## src/hw/rtl/b2da_pkg.sv

```systemverilog
// ----------------------------------------------------------------------------
// b2da_pkg
// Shared widths, constants and controller/datapath types for the binary to
// decimal ASCII converter.
// ----------------------------------------------------------------------------
package b2da_pkg;

	localparam int VALUE_BITS = 32;
	// Decimal digits of 2^VALUE_BITS-1: floor(VALUE_BITS*log10(2))+1
	localparam int DIGITS     = ((VALUE_BITS * 1233) >> 12) + 1;
	localparam int BCD_BITS   = DIGITS * 4;
	localparam int CNT_BITS   = $clog2(VALUE_BITS);
	localparam int LEFT_BITS  = $clog2(DIGITS + 1);

	localparam logic [5:0] DIGIT_BASE   = 6'd48;
	localparam logic [3:0] DABBLE_LIMIT = 4'd5;
	localparam logic [3:0] DABBLE_ADD   = 4'd3;

	typedef enum logic [1:0] {
		ST_IDLE,
		ST_CONV,
		ST_SKIP,
		ST_EMIT
	} state_t;

	typedef struct packed {
		logic load;
		logic step;
		logic advance;
	} dp_cmd_t;

	typedef struct packed {
		logic last_bit;
		logic top_zero;
		logic last_digit;
	} dp_stat_t;

endpackage

```

## src/hw/rtl/b2da_in_if.sv

```systemverilog
// ----------------------------------------------------------------------------
// b2da_in_if
// Request channel carrying one binary number.
// ----------------------------------------------------------------------------
interface b2da_in_if import b2da_pkg::*; ();

	logic                  valid;
	logic                  ready;
	logic [VALUE_BITS-1:0] value;

	modport source (output valid, output value, input ready);
	modport sink (input valid, input value, output ready);

endinterface

```

## src/hw/rtl/b2da_out_if.sv

```systemverilog
// ----------------------------------------------------------------------------
// b2da_out_if
// Request channel carrying one ASCII digit and its last flag.
// ----------------------------------------------------------------------------
interface b2da_out_if ();

	logic       valid;
	logic       ready;
	logic [5:0] ascii_digit;
	logic       last;

	modport source (output valid, output ascii_digit, output last, input ready);
	modport sink (input valid, input ascii_digit, input last, output ready);

endinterface

```

## src/hw/rtl/binary_to_decimal_ascii_top.sv

```systemverilog
// ----------------------------------------------------------------------------
// binary_to_decimal_ascii_top
// Converts an unsigned binary number to decimal ASCII digits, most
// significant first, no leading zeros, last flag on the final digit.
//
//   channel  dir  payload                      one request is
//   number   in   value[VALUE_BITS-1:0]        a number to convert
//   text     out  ascii_digit[5:0], last       one decimal digit
//
// An item passes an accept state, VALUE_BITS double-dabble shifts, a skip
// state that drops leading zeros one at a time, then the digit output state.
// Reset (arst_n low) returns the controller to idle and discards any item.
// A stall on text holds the current digit; number is not taken until the
// last digit of the previous item is delivered.
// ----------------------------------------------------------------------------
module binary_to_decimal_ascii_top import b2da_pkg::*; (
	input logic       clk,
	input logic       arst_n,
	b2da_in_if.sink   number,
	b2da_out_if.source text
);

	dp_cmd_t  cmd;
	dp_stat_t stat;

	b2da_ctrl u_ctrl (
		.clk       (clk),
		.arst_n    (arst_n),
		.in_valid  (number.valid),
		.in_ready  (number.ready),
		.out_valid (text.valid),
		.out_ready (text.ready),
		.stat      (stat),
		.cmd       (cmd)
	);

	b2da_dp u_dp (
		.clk         (clk),
		.arst_n      (arst_n),
		.cmd         (cmd),
		.value       (number.value),
		.stat        (stat),
		.ascii_digit (text.ascii_digit),
		.last        (text.last)
	);

endmodule

```

## src/hw/rtl/b2da_dp.sv

```systemverilog
// ----------------------------------------------------------------------------
// b2da_dp
// Datapath: bit-serial double-dabble BCD register, leading zero drop and
// digit shift-out.
// ----------------------------------------------------------------------------
module b2da_dp import b2da_pkg::*; (
	input  logic                  clk,
	input  logic                  arst_n,
	input  dp_cmd_t               cmd,
	input  logic [VALUE_BITS-1:0] value,
	output dp_stat_t              stat,
	output logic [5:0]            ascii_digit,
	output logic                  last
);

	logic [VALUE_BITS-1:0] bin_q;
	logic [BCD_BITS-1:0]   bcd_q;
	logic [BCD_BITS-1:0]   dab;
	logic [CNT_BITS-1:0]   bit_cnt_q;
	logic [LEFT_BITS-1:0]  left_q;
	logic [3:0]            top_nib;

	// Add three to every BCD digit of five or more before the shift
	always_comb begin
		for (int i = 0; i < DIGITS; i++) begin
			if (bcd_q[i*4 +: 4] >= DABBLE_LIMIT) begin
				dab[i*4 +: 4] = bcd_q[i*4 +: 4] + DABBLE_ADD;
			end else begin
				dab[i*4 +: 4] = bcd_q[i*4 +: 4];
			end
		end
	end

	always_ff @(posedge clk) begin
		if (cmd.load) begin
			bin_q <= value;
			bcd_q <= '0;
		end else if (cmd.step) begin
			bin_q <= {bin_q[VALUE_BITS-2:0], 1'b0};
			bcd_q <= {dab[BCD_BITS-2:0], bin_q[VALUE_BITS-1]};
		end else if (cmd.advance) begin
			bcd_q <= {bcd_q[BCD_BITS-5:0], 4'd0};
		end
	end

	always_ff @(posedge clk or negedge arst_n) begin
		if (!arst_n) begin
			bit_cnt_q <= '0;
			left_q    <= LEFT_BITS'(DIGITS);
		end else if (cmd.load) begin
			bit_cnt_q <= CNT_BITS'(VALUE_BITS - 1);
			left_q    <= LEFT_BITS'(DIGITS);
		end else if (cmd.step) begin
			bit_cnt_q <= bit_cnt_q - 1'b1;
		end else if (cmd.advance) begin
			left_q <= left_q - 1'b1;
		end
	end

	assign top_nib         = bcd_q[BCD_BITS-1 -: 4];
	assign stat.last_bit   = (bit_cnt_q == '0);
	assign stat.top_zero   = (top_nib == 4'd0);
	assign stat.last_digit = (left_q == LEFT_BITS'(1));
	assign ascii_digit     = DIGIT_BASE + {2'b00, top_nib};
	assign last            = stat.last_digit;

endmodule

```

## src/hw/rtl/b2da_ctrl.sv

```systemverilog
// ----------------------------------------------------------------------------
// b2da_ctrl
// Controller: accept a number, run the conversion shifts, drop leading
// zeros, then hand out one digit per output request.
// ----------------------------------------------------------------------------
module b2da_ctrl import b2da_pkg::*; (
	input  logic     clk,
	input  logic     arst_n,
	input  logic     in_valid,
	output logic     in_ready,
	output logic     out_valid,
	input  logic     out_ready,
	input  dp_stat_t stat,
	output dp_cmd_t  cmd
);

	state_t state_q;
	state_t state_d;

	always_ff @(posedge clk or negedge arst_n) begin
		if (!arst_n) begin
			state_q <= ST_IDLE;
		end else begin
			state_q <= state_d;
		end
	end

	always_comb begin
		state_d   = state_q;
		cmd       = '0;
		in_ready  = 1'b0;
		out_valid = 1'b0;
		unique case (state_q)
			ST_IDLE: begin
				in_ready = 1'b1;
				if (in_valid) begin
					cmd.load = 1'b1;
					state_d  = ST_CONV;
				end
			end
			ST_CONV: begin
				cmd.step = 1'b1;
				if (stat.last_bit) begin
					state_d = ST_SKIP;
				end
			end
			ST_SKIP: begin
				// drop zero digits, but always keep the final one
				if (stat.top_zero && !stat.last_digit) begin
					cmd.advance = 1'b1;
				end else begin
					state_d = ST_EMIT;
				end
			end
			ST_EMIT: begin
				out_valid = 1'b1;
				if (out_ready) begin
					if (stat.last_digit) begin
						state_d = ST_IDLE;
					end else begin
						cmd.advance = 1'b1;
					end
				end
			end
			default: begin
				state_d = ST_IDLE;
			end
		endcase
	end

`ifndef ASSERT_OFF
	a_last_ends_item: assert property (@(posedge clk) disable iff (!arst_n)
		(state_q == ST_EMIT && out_ready && stat.last_digit) |=> (state_q == ST_IDLE))
		else $error("converter did not return to idle after the last digit");

	a_no_leading_zero: assert property (@(posedge clk) disable iff (!arst_n)
		$rose(state_q == ST_EMIT) |-> (!stat.top_zero || stat.last_digit))
		else $error("first emitted digit is a leading zero");

	a_skip_after_conv: assert property (@(posedge clk) disable iff (!arst_n)
		$rose(state_q == ST_SKIP) |-> $past(stat.last_bit))
		else $error("conversion ended before all bits were shifted");

	a_sides_exclusive: assert property (@(posedge clk) disable iff (!arst_n)
		!(in_ready && out_valid))
		else $error("input taken while a digit is offered");
`endif

endmodule
```

## src/flat_wrapper.sv

```systemverilog
// flat-port wrapper written by rule: the top's interface ports become plain ports
module binary_to_decimal_ascii_top_flat import b2da_pkg::*;
  (clk, arst_n, number_valid, number_value, number_ready, text_valid, text_ascii_digit, text_last, text_ready);
  b2da_in_if number_i ();
  b2da_out_if text_i ();
  input logic clk;
  input logic arst_n;
  input wire logic [$bits(number_i.valid)-1:0] number_valid;
  input wire logic [$bits(number_i.value)-1:0] number_value;
  output wire logic [$bits(number_i.ready)-1:0] number_ready;
  output wire logic [$bits(text_i.valid)-1:0] text_valid;
  output wire logic [$bits(text_i.ascii_digit)-1:0] text_ascii_digit;
  output wire logic [$bits(text_i.last)-1:0] text_last;
  input wire logic [$bits(text_i.ready)-1:0] text_ready;
  assign number_i.valid = number_valid;
  assign number_i.value = number_value;
  assign number_ready = number_i.ready;
  assign text_valid = text_i.valid;
  assign text_ascii_digit = text_i.ascii_digit;
  assign text_last = text_i.last;
  assign text_i.ready = text_ready;
  binary_to_decimal_ascii_top u_core (.clk(clk), .arst_n(arst_n), .number(number_i), .text(text_i));
endmodule
```

## config.mk

```make
export PLATFORM = sky130hd
export DESIGN_NAME = binary_to_decimal_ascii_top_flat
export DESIGN_NICKNAME = d
export VERILOG_FILES = /design/src/hw/rtl/b2da_pkg.sv /design/src/hw/rtl/b2da_in_if.sv /design/src/hw/rtl/b2da_out_if.sv /design/src/hw/rtl/binary_to_decimal_ascii_top.sv /design/src/hw/rtl/b2da_dp.sv /design/src/hw/rtl/b2da_ctrl.sv /design/src/flat_wrapper.sv
export SDC_FILE = /design/constraint.sdc
export NUM_CORES = 1
export LEC_CHECK = 0
export BUFFER_PORTS_ARGS = -buffer_cell sky130_fd_sc_hd__clkbuf_2
export CORE_UTILIZATION = 62
export CTS_BUF_LIST = sky130_fd_sc_hd__clkbuf_4 sky130_fd_sc_hd__clkbuf_8
export CTS_CLUSTER_DIAMETER = 40
export CTS_CLUSTER_SIZE = 14
export DETAILED_ROUTE_END_ITERATION = 16
export PLACE_DENSITY_LB_ADDON = 0.1
export SYNTH_ARGS = -nofsm -noshare
export SYNTH_HDL_FRONTEND = slang
export SYNTH_SLANG_ARGS = --single-unit
```

## constraint.sdc

```tcl
create_clock -name clk -period 3.2 [get_ports clk]
set_input_delay 0.48 -clock clk [delete_from_list [all_inputs] [get_ports clk]]
set_output_delay 0.48 -clock clk [all_outputs]
set_load 0.05 [all_outputs]
```

Word-level counts from Yosys, hierarchy flattened
Index checks and enable logic that the tools add are counted.
- register bits after elaboration: 83
- output and inout bits: 9
- logic and storage cells: 82
- add/subtract/negate cells: 13
- magnitude comparators: 10
- equal/unequal tests: 10
- mux-type cells: 34
- reduce and logical (&&, ||, !) cells: 10
- operators with widths (kind ; number):
    $mux 40 ; 2
    $mux 32 ; 2
    $mux 4 ; 12
    $ge 4x3->1 const B ; 10
    $add 4x2->4 const B ; 9
    $mux 2 ; 5
    $mux 5 ; 2
    $mux 1 ; 8
    $ne 2x2->1 const B ; 4
    $pmux 2 s4 ; 1
    $add 5x5->6 const A ; 1
    $reduce_bool 2->1 ; 3
    $logic_not 5->1 ; 1
    $reduce_and 5->1 ; 1
    $sub 5x1->5 const B ; 1
    $eq 2x2->1 const B ; 2
    $eq 4x1->1 const B ; 1
    $logic_not 4->1 ; 1
    $ne 2x1->1 const B ; 2
    $sub 4x1->4 const B ; 1
    $add 3x2->3 const B ; 1
    $mux 3 ; 1
    $eq 2x1->1 const B ; 1
    $logic_not 2->1 ; 1
    4 further kinds ; 4

Longest topological paths before layout
Gate-level depths: netlist of run 1.
- depth in word-level cells: 8
- gate-level depth with buffers: 9
- mapped depth without buffers: 6

Modules after synthesis
Synthesis of run 1 repeated with hierarchy kept, for this count alone.
- cell total of the unflattened synthesis: 457
- area, all modules: 4790.8 um^2
- by module, submodules not included (module ; instances ; cells each ; area each (um^2) ; seq. area each (um^2)):
    b2da_dp ; 1 ; 438 ; 4598.2 ; 1989.4
    b2da_ctrl ; 1 ; 19 ; 192.7 ; 50.0

Worst setup path after synthesis of run 1
No wires, ideal clock.
- path kind: reg2reg
- start point: register u_core.u_ctrl.state_q[0]
- end point: register u_core.u_dp.bin_q[0], enable pin
- setup time: 389 ps
- data arrival time: 2295 ps
- setup slack: 516 ps
- stages on the path, launching flop included: 7
- cells stage by stage: dfrtp_1 -> inv_1 -> ha_1 -> nand2_1 -> clkbuf_1 -> clkbuf_1 -> nand2_1
- longest elaborated chain between the ends: 3
- ends and longest elaborated chain (what ; RTL line ; text):
    from (decl) ; b2da_ctrl.sv:17 ; state_t state_q;
    from (signal assigned) ; b2da_ctrl.sv:24 ; state_q <= state_d;
    $eq 2x1->1 / $logic_not 2->1 (equally long branches) ; b2da_ctrl.sv:33 ; unique case (state_q)
    $mux 1 ; b2da_ctrl.sv:33 ;
    $reduce_bool 2->1 (no line) * ; -- ;
    to (signal assigned) ; b2da_dp.sv:36 ; bin_q <= value;
    to (signal assigned) ; b2da_dp.sv:39 ; bin_q <= {bin_q[VALUE_BITS-2:0], 1'b0};
    to (decl) ; b2da_dp.sv:16 ; logic [VALUE_BITS-1:0] bin_q;
Mark *: on every way between the ends. The rest lies on a longest branch, timed or not.
A chain may end at the register's enable or synchronous reset.

Worst setup path in the final report of run 1
- start point: register u_core.u_ctrl.state_q[1]
- end point: register u_core.u_dp.bcd_q[15]
- longest elaborated chain between the ends: 3
- ends and longest elaborated chain (what ; RTL line ; text):
    $eq 2x2->1 / $eq 2x1->1 (equally long branches) ; b2da_ctrl.sv:33 ;
    $pmux 1 s2 / $mux 1 (equally long branches) ; b2da_ctrl.sv:33 ;
    $reduce_bool 2->1 (no line) / $mux 40 (equally long branches) ; -- ;
    to (signal assigned) ; b2da_dp.sv:40 ; bcd_q <= {dab[BCD_BITS-2:0], bin_q[VALUE_BITS-1]};
    to (signal assigned) ; b2da_dp.sv:42 ; bcd_q <= {bcd_q[BCD_BITS-5:0], 4'd0};
    to (decl) ; b2da_dp.sv:17 ; logic [BCD_BITS-1:0] bcd_q;
Parallel ways exist; a longest one is shown, timed or not.

==> results of run 1 <==
final cells by class:
cell class | instances | area share, %
flip-flops and latches | 83 | 38.3
clock buffers | 10 | 2.58
clock inverters | 6 | 1.39
inverters | 38 | 2.68
multi-input cells | 396 | 47.7
well taps | 102 | 2.39
repair buffers | 49 | 4.98
worst register-to-register path: stages, from the launching register on:
cell	delay, ns
sky130_fd_sc_hd__dfrtp_1	0.41
sky130_fd_sc_hd__inv_1	0.13
sky130_fd_sc_hd__ha_1	0.34
sky130_fd_sc_hd__inv_2	0.21
sky130_fd_sc_hd__a22oi_2	0.28
sky130_fd_sc_hd__buf_4	0.44
sky130_fd_sc_hd__nand2_2	0.25
sky130_fd_sc_hd__o22ai_1	0.25
per-layer routing:
layer | up-vias | wire length, um | share of wire (%) | GRT usage, %
met4 | 0 | 131 | 1.3 | 8.33
met1 | 1864 | 4640 | 47 | 34.6
met5 | - | 0 | 0 | 0
met3 | 15 | 295 | 3.0 | 3.87
met2 | 64 | 4830 | 49 | 43.2
li1 | 1964 | - | - | -
registers in the layout (all words and copies together), names as in the netlist:
signal                 flops
u_core.u_ctrl.state_q      2
u_core.u_dp.bcd_q         40
u_core.u_dp.left_q         4
u_core.u_dp.bin_q         32
u_core.u_dp.bit_cnt_q      5
where the power goes:
group / switching [uW] / internal [uW] / total [uW]
clock: 411 / 390 / 801
sequential: 465 / 1780 / 2250
combinational: 1870 / 1310 / 3180
total: 2750 / 3490 / 6230
worst paths after layout:
path / end / slack (ns)
setup / recovery: u_core.u_dp.bcd_q[15] / 0.81
min in group asynchronous: u_core.u_dp.bit_cnt_q[4] / 0.52
hold / removal: u_core.u_dp.bin_q[8] / 0.37
hold reg to reg: u_core.u_dp.bin_q[6] / 0.52
setup reg to reg: u_core.u_dp.bcd_q[15] / 0.81
max in group asynchronous: u_core.u_dp.left_q[3] / 2.40
per-stage QoR:
stage	total power, uW	cells	hold slack, ns
3_5_place_dp	5440	667	0.372
5_1_grt	6780	684	0.365
4_1_cts	6250	684	0.363
3_3_place_gp	5280	667	0.370
2_1_floorplan	4790	550	0.184
6_report	6230	684	0.371
cells in the final DEF, fill, tap and decap left out, types with 11 or more instances in the layout:
master	instances
sky130_fd_sc_hd__ha_1	30
sky130_fd_sc_hd__dfxtp_1	40
sky130_fd_sc_hd__edfxtp_1	32
sky130_fd_sc_hd__nand2b_1	11
sky130_fd_sc_hd__mux2_2	15
sky130_fd_sc_hd__inv_1	37
sky130_fd_sc_hd__nand2_1	134
sky130_fd_sc_hd__o21ai_0	36
sky130_fd_sc_hd__a221oi_1	17
sky130_fd_sc_hd__a21oi_1	39
sky130_fd_sc_hd__clkbuf_2	42
kinds of logic after synthesis:
kind of cell    Yosys count  share of synthesized area, %
compound gates          133                          18.1
buf+inv                  71                          6.42
flops                    83                          41.7
other cells               1                        0.0767
xor+xnor                  9                          1.61
fa+ha+maj                30                          7.68
simple gates            201                          19.5
mux                      21                          4.86
Yosys cell counts, types with 2 or more instances:
master / n
sky130_fd_sc_hd__nand2_1: 135
sky130_fd_sc_hd__dfxtp_1: 40
sky130_fd_sc_hd__a21oi_1: 39
sky130_fd_sc_hd__inv_1: 37
sky130_fd_sc_hd__o21ai_0: 36
sky130_fd_sc_hd__edfxtp_1: 32
sky130_fd_sc_hd__ha_1: 30
sky130_fd_sc_hd__a221oi_1: 17
sky130_fd_sc_hd__mux2_2: 15
sky130_fd_sc_hd__clkbuf_1: 13
sky130_fd_sc_hd__buf_2: 11
sky130_fd_sc_hd__nand2b_1: 11
sky130_fd_sc_hd__nor2_1: 10
sky130_fd_sc_hd__nor2b_1: 10
sky130_fd_sc_hd__nor3_1: 10
sky130_fd_sc_hd__o22ai_1: 10
sky130_fd_sc_hd__dfrtp_1: 9
sky130_fd_sc_hd__or3b_2: 9
sky130_fd_sc_hd__xnor2_1: 9
sky130_fd_sc_hd__a211o_1: 8
sky130_fd_sc_hd__buf_4: 7
sky130_fd_sc_hd__a211oi_1: 4
sky130_fd_sc_hd__a211oi_2: 4
sky130_fd_sc_hd__a31oi_1: 4
sky130_fd_sc_hd__mux2_1: 3
sky130_fd_sc_hd__and3_1: 2
sky130_fd_sc_hd__dfstp_2: 2
sky130_fd_sc_hd__mux2i_1: 2
sky130_fd_sc_hd__nand3_1: 2
sky130_fd_sc_hd__o32ai_1: 2
repair_timing:
| action | in CTS | in global routing |
|---|---|---|
| endpoints found under the setup margin | 0 | 0 |
| hold buffers | 1 | 0 |
| hold endpoints to repair | 9 | 0 |
==> reports/results.env, run 1 <==
STATUS='completed'
NUMBER_OF_CELLS_UPSIZED_OR_DOWNSIZED_AFTER_CTS=0
MAX_CLOCK_FREQ_GHz=0.418
SHORTEST_PERIOD_THE_WORST_PATH_ALLOWS_NS=2.39
CLOCK_INSERTION_DELAY_WORST_SKEW_NS=0.36
IO_PINS=45
FINAL-SEQ-AREA_SQ_MM=0.00204
END_KIND='flip-flop'
HTREE_NUM_LEVELS=3
POWER_LEAKAGE_uW=0.00225
GRT_FIRST_PASS_WIRELENGTH_UM=17300
MAX_CAP_VIOLATIONS=0
CRITICAL_PATH.MAX_STAGE_DELAY_NS=0.44
SYNTH.CELL_AREA_SQ_MM=0.00489
CTS.SINKS=83
DIE_WIDTH_UM=90.8
CTS_INSERTED_BUFFERS=9
YS.FLOP_TYPE='sky130_fd_sc_hd__dfxtp_1'
CP.REQUIRED_NS=3.48
MAX-SLEW-MARGIN-REL_PCT=52.9
TRITONCTS_CLOCK_TREE='done'
WORSTSETUPSTARTPOINT='u_core.u_ctrl.state_q[1]'
WORST-PATH-MAX-FANOUT=44
POST-ROUTE-CELL-AREA_SQ_MM=0.00533
TIMING.CRITICAL_PATH.MAX_DELAY_FAMILY='buffers and inverters'
WORST_HOLD_PATH.NUM_CELLS=3
CHIPHEIGHT_UM=90.8
TIMING.CRITICAL_PATH.CELLS='inv_1 -> ha_1 -> inv_2 -> a22oi_2 -> buf_4 -> nand2_2 -> o22ai_1'
POST_ROUTE_CELLS_DRIVE_ABOVE_1_SHARE_PCT=18.2
START_UTIL_PCT=63.6
SYNTH_CELL_TYPES=56
PORT_BUFFERS=42
POST-PLACE-WS_NS=0.855
INITIALDRTVIOLATIONCOUNT=289
SETUP_REPAIR_AFTER_GLOBAL_ROUTING_MISSED_ITS_MARGIN='false'
IR_WORST_VDD_mV=0.695
CELL_COUNT_AFTER_SYNTHESIS=549
FILLERS=621
ANT_NETS=0
SYNTHESIS.AREA_PER_INSTANCE_SQ_UM=8.91
CTS-ROOT-BUF='sky130_fd_sc_hd__clkbuf_8'
DRT_FIRST_PASS_ITERS=5
LAYOUT_WORST_PATH_CYCLE_SHARE_PCT=74.7
GRT_ANTENNA_BEFORE_REPAIR=0
SYNTH_TOP_CELLS_BY_AREA='sky130_fd_sc_hd__edfxtp_1 (20%), sky130_fd_sc_hd__dfxtp_1 (16%), sky130_fd_sc_hd__nand2_1 (10%), sky130_fd_sc_hd__ha_1 (7.7%), sky130_fd_sc_hd__dfrtp_1 (4.6%)'
HOLDCRITPATHCLASS='input port to flip-flop'
WIRELENGTH_UM=9900
AREA_GROWTH_SYN_TO_LAYOUT_PCT=8.98
SYNTH-SEQ-AREA-SHARE_PCT=41.7
CLOCK_TREE.BUFFER_DEPTH=2
MIN-DELAY-START='number_value[8]'
REMAINING_DRC_ERRORS=0
FIN_NETS=643
YOSYS_REGISTER_BITS=83
RR_WORST_DEPTH=7
FINAL_HOLD_FAILS=0
CRITICAL_PATH_BUF_INV_COUNT=3
MAXSLEWVIOLCOUNT=0
WORST_SETUP_PATH_TYPE='flip-flop to flip-flop'
ROUTED-VIA-COUNT=3907
MULTI_INPUT_COMB_AREA_SQ_MM=0.00254
POST-DP-HPWL_UM=6600
ROUTE.DETAILED.VIAS_PER_INST=5.71
ANTENNA_CELLS=0
PLACEMENT.CELL_AREA_SQ_MM=0.00511
SYNTH_TOP_AREA_SHARE_PCT=19.7
SYNTH_LARGEST_AREA_CELL='sky130_fd_sc_hd__edfxtp_1'
POST_CTS.REPAIR.SETUP_BUFFERS=0
CP.ARRIVAL_NS=2.67
FIN_SKEW_NS=0.0133
SYNTH-EDFF-COUNT=32
WORST_SLEW_PIN_SLEW_NS=0.704
CORE_AREA_SQ_MM=0.00769
CTS.REPORTEDPATHS.CLKPINSLEW_NS=0.09
GRT_PASS1_VIAS=3766
CP_NUM_CELLS=7
FINALCOREUTILIZATION_PCT=69.3
COUNT_OF_WARNINGS_EMITTED_BY_YOSYS=0
GROUTE.USAGE.OVERALL_PCT=25.9
SUM_OF_NEGATIVE_SETUP_SLACK_NS=0
WORST_SETUP_PATH_START_KIND='flip-flop'
GP_ROUTABILITY_CONGESTION=0.835
SETUP_VIOL=0
WIRE_PER_INST_UM=14.5
GRT_OVERFLOW_TOTAL=0
SYNTH-ASYNC-RESET-RATIO_PCT=13.3
FLOORPLAN.ROWS=32
POWER.DENSITY_mW_PER_MM2=1170
R2R_START='u_core.u_ctrl.state_q[1]'
DIE_AREA_SQ_MM=0.00825
GRT_MAX_DEGREE=45
FINAL.SETUP.WORST_SLACK_NS=0.810
CRITICAL-PATH-SLOWEST-CELL='sky130_fd_sc_hd__buf_4'
Power figures use the tool's default switching activity.
==> run 2, diff against run 1 <==
- clock period: 3.2 -> 2.3 ns (I/O delays scaled with it)
==> reports/results.env, run 2 (synthesized netlist as in run 1, its figures left out) <==
R2R_START='u_core.u_ctrl.state_q[0]'
DP.CELLS=670  # +0.45%
CORE_AREA_SQ_MM=0.00769  # unchanged
LAYOUT.CELLS.NON_FILLER=687  # +0.44%
GRT_PASS1_VIAS=3697  # -1.8%
CP.ARRIVAL_NS=1.66  # -1.01 ns
CLOCK_INSERTION_DELAY_WORST_SKEW_NS=0.36  # about the same
POWER_LEAKAGE_uW=0.00229  # +1.8%
HOLD-PATH-ENDPOINT='u_core.u_dp.bin_q[21]'
HTREE_NUM_LEVELS=3  # unchanged
MIN-DELAY-START='number_value[21]'
END_KIND='output port'
AREA_GROWTH_SYN_TO_LAYOUT_PCT=11.1
CLOCK_TREE.BUFFER_DEPTH=2  # unchanged
DIE_AREA_SQ_MM=0.00825  # unchanged
CTS.SINKS=83  # unchanged
SUM_OF_NEGATIVE_SETUP_SLACK_NS=0  # unchanged
SHORTEST_PERIOD_THE_WORST_PATH_ALLOWS_NS=2.01
MOST-COMMON-LAYOUT-CELLS='sky130_fd_sc_hd__nand2_1 (133), sky130_fd_sc_hd__clkbuf_2 (42), sky130_fd_sc_hd__dfxtp_1 (40)'
GRT_ANTENNA_BEFORE_REPAIR=0  # unchanged
REMAINING_DRC_ERRORS=1  # +1
GRT_FIRST_PASS_WIRELENGTH_UM=16800  # -3.0%
POWER.DENSITY_mW_PER_MM2=1660  # +42%
TRITONCTS_CLOCK_TREE='done'
FINAL.SETUP.WORST_SLACK_NS=0.293  # -0.517 ns
LARGEST_REGISTER_FFS=40  # unchanged
LAYOUT_WORST_PATH_CYCLE_SHARE_PCT=87.3
FIN_NETS=646  # +0.47%
FINAL_COMMON_CELL='sky130_fd_sc_hd__nand2_1'
CTS_INSERTED_BUFFERS=9  # unchanged
MAX_CLOCK_FREQ_GHz=0.498
WORST_SETUP_PATH_TYPE='flip-flop to output port'
PLACEMENT.CELL_AREA_SQ_MM=0.00517  # +1.3%
FLOORPLAN.ROWS=32  # unchanged
REG2REG_END='u_core.u_dp.bcd_q[37]'
INITIALDRTVIOLATIONCOUNT=293  # +1.4%
DIE_WIDTH_UM=90.8  # unchanged
GROUTE.USAGE.OVERALL_PCT=25.4  # -0.51 points
WIRELENGTH_UM=10000  # +1.1%
ROUTE.DETAILED.VIAS_PER_INST=5.76  # +0.81%
NUMBER_OF_CELLS_UPSIZED_OR_DOWNSIZED_AFTER_CTS=0  # unchanged
WORST_HOLD_PATH.NUM_CELLS=3  # unchanged
PORT_BUFFERS=42  # unchanged
ANTENNA_CELLS=0  # unchanged
ANT_NETS=0  # unchanged
STATUS='complete, but fails checks'
HOLDCRITPATHCLASS='input port to flip-flop'
RR_WORST_DEPTH=6  # -1
MAX_CAP_VIOLATIONS=0  # unchanged
FILLERS=594  # -4.3%
GRT_MAX_DEGREE=49  # +8.9%
REG2REG_SETUP_SLACK_NS=0.37  # -0.44 ns
CHIPHEIGHT_UM=90.8  # unchanged
GP_ROUTABILITY_CONGESTION=0.809  # -3.1%
IO_PINS=45  # unchanged
POST-DP-HPWL_UM=6690  # +1.3%
LARGEST_REGISTER='u_core.u_dp.bcd_q'
POST_ROUTE_CELLS_DRIVE_ABOVE_1_SHARE_PCT=18.8  # +0.59 points
WIRE_PER_INST_UM=14.6  # +0.66%
FINAL_HOLD_FAILS=0  # unchanged
ROUTED-VIA-COUNT=3956  # +1.3%
IR_WORST_VDD_mV=1.13  # +62%
CTS.REPORTEDPATHS.CLKPINSLEW_NS=0.09  # about the same
CTS-ROOT-BUF='sky130_fd_sc_hd__clkbuf_8'
POST-ROUTE-CELL-AREA_SQ_MM=0.00543  # +1.9%
GRT_OVERFLOW_TOTAL=0  # unchanged
DRT_FIRST_PASS_ITERS=11  # +6
SETUP_VIOL=0  # unchanged
VIOLATIONS='design-rule violations'
FIN_SKEW_NS=0.0123  # -0.00101 ns
WORST_SETUP_PATH_START_KIND='flip-flop'
POST_CTS_HOLD_BUFFER_COUNT=1  # unchanged
SETUP_REPAIR_AFTER_GLOBAL_ROUTING_MISSED_ITS_MARGIN='false'
POST-PLACE-WS_NS=0.383  # -0.472 ns
WORST-PATH-MAX-FANOUT=5  # -89%
MAXSLEWVIOLCOUNT=0  # unchanged
LAYOUT_TOP_REGISTERS='u_core.u_dp.bcd_q x40, u_core.u_dp.bin_q x32, u_core.u_dp.bit_cnt_q x5'
START_UTIL_PCT=63.6  # unchanged
CP.REQUIRED_NS=1.96  # -1.52 ns
POST_CTS.REPAIR.SETUP_BUFFERS=0  # unchanged
## run 2: cell types whose count changed in the layout (fill, tap and decap cells not counted), sizes merged
cell    delta
clkinv     -2
buf        +3
bufinv     +2
## run 2: layout make-up
type,instances,area (sq um),area share [%]
clock buffer,10,131,2.42
timing repair buffer,52,325,5.99
clock inverter,6,114,2.10
sequential,83,2040,37.6
tap,102,128,2.35
inverter,38,143,2.63
multi-input combinational,396,2550,47.0
## run 2: routing by layer
layer / GRT usage [%] / share of wire (%) / vias up
li1: - / - / 1974
met1: 35.4 / 48 / 1901
met2: 40.2 / 47 / 73
met3: 4.88 / 4.0 / 8
met4: 7.54 / 0.88 / 0
met5: 0 / 0 / -
## run 2: through the flow
stage / total power (uW) / util (%) / hold WS (ns)
2_1_floorplan: 6670 / - / 0.0494
3_3_place_gp: 7460 / 67.3 / 0.228
3_5_place_dp: 7690 / 67.3 / 0.232
4_1_cts: 9010 / 70.6 / 0.225
5_1_grt: 9720 / 70.6 / 0.237
6_report: 8990 / 70.6 / 0.234
## run 2: critical path, cell delays in order (launching register included)
cell	delay, ns
sky130_fd_sc_hd__dfstp_2	0.38
sky130_fd_sc_hd__inv_1	0.07
sky130_fd_sc_hd__ha_1	0.16
sky130_fd_sc_hd__nor3b_4	0.35
sky130_fd_sc_hd__clkbuf_2	0.35
## run 2: worst max path at each step
stage / startpoint / to
after floorplan: u_core.u_ctrl.state_q[0] / u_core.u_dp.bin_q[0]
after global placement: u_core.u_dp.left_q[1] / u_core.u_dp.bcd_q[7]
after detailed placement: u_core.u_ctrl.state_q[0] / u_core.u_dp.bcd_q[37]
after CTS: u_core.u_dp.left_q[1] / text_last
after global routing: u_core.u_dp.left_q[1] / text_last
final: u_core.u_dp.left_q[1] / text_last
## run 2: power by group
part	switching (uW)	total, uW	internal (uW)
registers	662	3150	2480
clock network	551	1290	737
logic	2630	4560	1920
total	3850	8990	5150
==> run 3, diff against run 2 <==
- ABC_AREA: not set -> 1
==> reports/results.env, run 3 <==
TOTAL_SWITCHING_POWER_uW=4270  # +11%
DP.CELLS=836  # +25%
SYNTH_LARGEST_AREA_CELL='sky130_fd_sc_hd__edfxtp_1'
WORST_SLEW_PIN_SLEW_NS=0.588
HTREE_NUM_LEVELS=3  # unchanged
WIRELENGTH_UM=10100  # +0.93%
CLKPWRFRAC_PCT=13.0  # -1.3 points
GRT_MAX_DEGREE=52  # +6.1%
SHORTEST_PERIOD_THE_WORST_PATH_ALLOWS_NS=1.99  # -0.0144 ns
SETUP_REPAIR_AFTER_GLOBAL_ROUTING_MISSED_ITS_MARGIN='false'
START_UTIL_PCT=65.3  # +1.7 points
WIRE_PER_INST_UM=11.8  # -19%
POWER_LEAKAGE_uW=0.00282  # +23%
SYNTH.CELL_AREA_SQ_MM=0.00512  # +4.8%
CTS.SINKS=83  # unchanged
CELL_COUNT_AFTER_SYNTHESIS=716  # +30%
GRT_FIRST_PASS_WIRELENGTH_UM=17900  # +6.6%
CRIT_END='u_core.u_dp.bin_q[3]'
LARGEST_REGISTER='u_core.u_dp.bcd_q'
SYNTH_CELL_TYPES=31  # -45%
STATUS='completed'
SYNTH-ASYNC-RESET-RATIO_PCT=13.3  # unchanged
FINAL_HOLD_FAILS=0  # unchanged
CTS.REPORTEDPATHS.CLKPINSLEW_NS=0.10  # about the same
IO_PINS=45  # unchanged
CORE_AREA_SQ_MM=0.00785  # +2.1%
WORST_SETUP_PATH_START_KIND='flip-flop'
INTPOWER_uW=4790  # -6.9%
GRT_ANTENNA_BEFORE_REPAIR=0  # unchanged
SYNTH-EDFF-COUNT=32  # unchanged
LAYOUT_WORST_PATH_CYCLE_SHARE_PCT=86.6  # -0.63 points
COUNT_OF_WARNINGS_EMITTED_BY_YOSYS=0  # unchanged
FINAL_COMMON_CELL='sky130_fd_sc_hd__nand2_1'
SWSHARE_PCT=47.1  # +4.3 points
MOST-COMMON-LAYOUT-CELLS='sky130_fd_sc_hd__nand2_1 (251), sky130_fd_sc_hd__nor2_1 (84), sky130_fd_sc_hd__inv_1 (67)'
YOSYS_REGISTER_BITS=83  # unchanged
SYNTH-SEQ-AREA-SHARE_PCT=39.8  # -1.9 points
GRT_PASS1_VIAS=4175  # +13%
FLOORPLAN.ROWS=32  # unchanged
ROUTED-VIA-COUNT=4504  # +14%
SETUP_VIOL=0  # unchanged
REG2REG_END='u_core.u_dp.bin_q[3]'
LARGEST_REGISTER_FFS=40  # unchanged
POST-PLACE-WS_NS=0.320  # -0.0633 ns
SYNTH_TOP_AREA_SHARE_PCT=18.8  # -0.89 points
ANT_NETS=0  # unchanged
MAXSLEWVIOLCOUNT=0  # unchanged
CP.ARRIVAL_NS=2.22  # +0.56 ns
PORT_BUFFERS=42  # unchanged
RR_WORST_DEPTH=6  # unchanged
FINAL.SETUP.WORST_SLACK_NS=0.307  # +0.0144 ns
HOLDCRITPATHCLASS='input port to flip-flop'
POST-ROUTE-CELL-AREA_SQ_MM=0.00557  # +2.6%
CTS-ROOT-BUF='sky130_fd_sc_hd__clkbuf_8'
COMBPWRFRAC_PCT=53.1  # +2.4 points
GRT_OVERFLOW_TOTAL=0  # unchanged
MAX-SLEW-MARGIN-REL_PCT=60.7
SUM_OF_NEGATIVE_SETUP_SLACK_NS=0  # unchanged
YS.FLOP_TYPE='sky130_fd_sc_hd__dfxtp_1'
REG2REG_SETUP_SLACK_NS=0.31  # -0.06 ns
MAX_CLOCK_FREQ_GHz=0.502  # +0.72%
DIE_WIDTH_UM=92.9  # +2.3%
ANTENNA_CELLS=0  # unchanged
SYNTH.MOST_COMMON_CELL='sky130_fd_sc_hd__nand2_1'
ROUTE.DETAILED.VIAS_PER_INST=5.28  # -8.3%
FIN_SKEW_NS=0.0138  # +0.00151 ns
SYNTHESIS.AREA_PER_INSTANCE_SQ_UM=7.15  # -20%
SEQPWRFRAC_PCT=33.9  # -1.1 points
SYNTH_TOP_CELLS_BY_AREA='sky130_fd_sc_hd__edfxtp_1 (19%), sky130_fd_sc_hd__nand2_1 (19%), sky130_fd_sc_hd__dfxtp_1 (16%), sky130_fd_sc_hd__ha_1 (7.3%), sky130_fd_sc_hd__nor2_1 (6.2%)'
WORST-PATH-MAX-FANOUT=37  # +32
DIE_AREA_SQ_MM=0.00863  # +4.7%
DRT_FIRST_PASS_ITERS=5  # -6
SYNTH_TOP_CELLS_BY_COUNT='sky130_fd_sc_hd__nand2_1 (253), sky130_fd_sc_hd__nor2_1 (84), sky130_fd_sc_hd__inv_1 (67)'
CP.REQUIRED_NS=2.53  # +0.57 ns
LAYOUT.CELLS.NON_FILLER=853  # +24%
CTS_INSERTED_BUFFERS=9  # unchanged
WORST_SETUP_PATH_TYPE='flip-flop to flip-flop'
INITIALDRTVIOLATIONCOUNT=253  # -14%
MAX_CAP_VIOLATIONS=0  # unchanged
WORSTSETUPSTARTPOINT='u_core.u_ctrl.state_q[1]'
CHIPHEIGHT_UM=92.9  # +2.3%
FIN_NETS=812  # +26%
END_KIND='flip-flop'
AREA_GROWTH_SYN_TO_LAYOUT_PCT=8.79
GROUTE.USAGE.OVERALL_PCT=25.3  # -0.065 points
CLOCK_TREE.BUFFER_DEPTH=2  # unchanged
R2R_START='u_core.u_ctrl.state_q[1]'
PLACEMENT.CELL_AREA_SQ_MM=0.00534  # +3.2%
GP_ROUTABILITY_CONGESTION=0.830  # +2.5%
LAYOUT_TOP_REGISTERS='u_core.u_dp.bcd_q x40, u_core.u_dp.bin_q x32, u_core.u_dp.bit_cnt_q x5'
TRITONCTS_CLOCK_TREE='done'
POST-DP-HPWL_UM=6980  # +4.4%
POWER.DENSITY_mW_PER_MM2=1630  # -1.8%
IR_WORST_VDD_mV=0.732  # -35%
TOTAL_POWER_uW=9060  # +0.75%
REMAINING_DRC_ERRORS=0  # -1
CLOCK_INSERTION_DELAY_WORST_SKEW_NS=0.35  # about the same
POST_ROUTE_CELLS_DRIVE_ABOVE_1_SHARE_PCT=11.9  # -7.0 points
[run 3: power by group through the flow]
stage	clock (uW)	sequential (uW)	combinational, uW
global placement	0	3060	4590
global route	1260	3170	5610
CTS	1200	3060	4830
floorplan	0	2930	4040
detailed placement	0	3090	4800
finish	1180	3070	4810
[run 3: routing by layer]
| metal | global-route usage, % | wire (um) |
|---|---|---|
| met3 | 3.20 | 290 |
| met5 | 0 | 0 |
| met1 | 32.4 | 4840 |
| met4 | 6.54 | 108 |
| met2 | 44.9 | 4860 |
[run 3: cell type report]
| cell class | instances | area (sq um) |
|---|---|---|
| Timing Repair Buffer | 51 | 305 |
| Clock buffer | 9 | 124 |
| Inverter | 73 | 277 |
| Multi-Input combinational cell | 528 | 2600 |
| Tap cell | 102 | 128 |
| Clock inverter | 7 | 98.8 |
| Fill cell | 664 | 2270 |
| Sequential cell | 83 | 2040 |
[run 3: worst min-delay path by stage]
| stage | slack, ns | endpoint | start | depth (start not counted) |
|---|---|---|---|---|
| global route | 0.25 | u_core.u_dp.bin_q[18] | number_value[18] | 3 |
| global placement | 0.23 | u_core.u_dp.left_q[2] | arst_n | 1 |
| detailed placement | 0.23 | u_core.u_dp.left_q[2] | arst_n | 1 |
| floorplan | 0.05 | u_core.u_ctrl.state_q[0] | arst_n | 0 |
| finish | 0.25 | u_core.u_dp.bin_q[18] | number_value[18] | 3 |
| CTS | 0.24 | u_core.u_dp.bin_q[22] | number_value[22] | 3 |
[run 3: metrics by stage]
stage | hold WS (ns) | util (%)
floorplan | 0.0494 | -
global placement | 0.232 | 68.0
detailed placement | 0.232 | 68.0
CTS | 0.242 | 71.0
global route | 0.251 | 71.0
finish | 0.251 | 71.0
[run 3: logic make-up after synthesis]
family / synth area share (%)
and+or+nand+nor: 35.1
DFF: 39.8
other: 0.0732
xor gates and xnor gates: 0.513
AOI/OAI and AO/OA: 7.55
buffers and inverters: 9.67
adders and majority gates: 7.33
[run 3: critical path, stage by stage (launching register included)]
cell	delay [ns]
sky130_fd_sc_hd__dfrtp_1	0.41
sky130_fd_sc_hd__inv_1	0.15
sky130_fd_sc_hd__ha_1	0.26
sky130_fd_sc_hd__nand2_2	0.26
sky130_fd_sc_hd__inv_2	0.54
sky130_fd_sc_hd__nand2_1	0.14
sky130_fd_sc_hd__nand2_1	0.10
[run 3: repair_timing]
| item | CTS | global route |
|---|---|---|
| hold buffers | 1 | 0 |
| setup buffers | 0 | 0 |
| gates resized for setup | 0 | 0 |
| endpoints found under the hold margin | 9 | 0 |
| setup endpoints to repair | 0 | 0 |
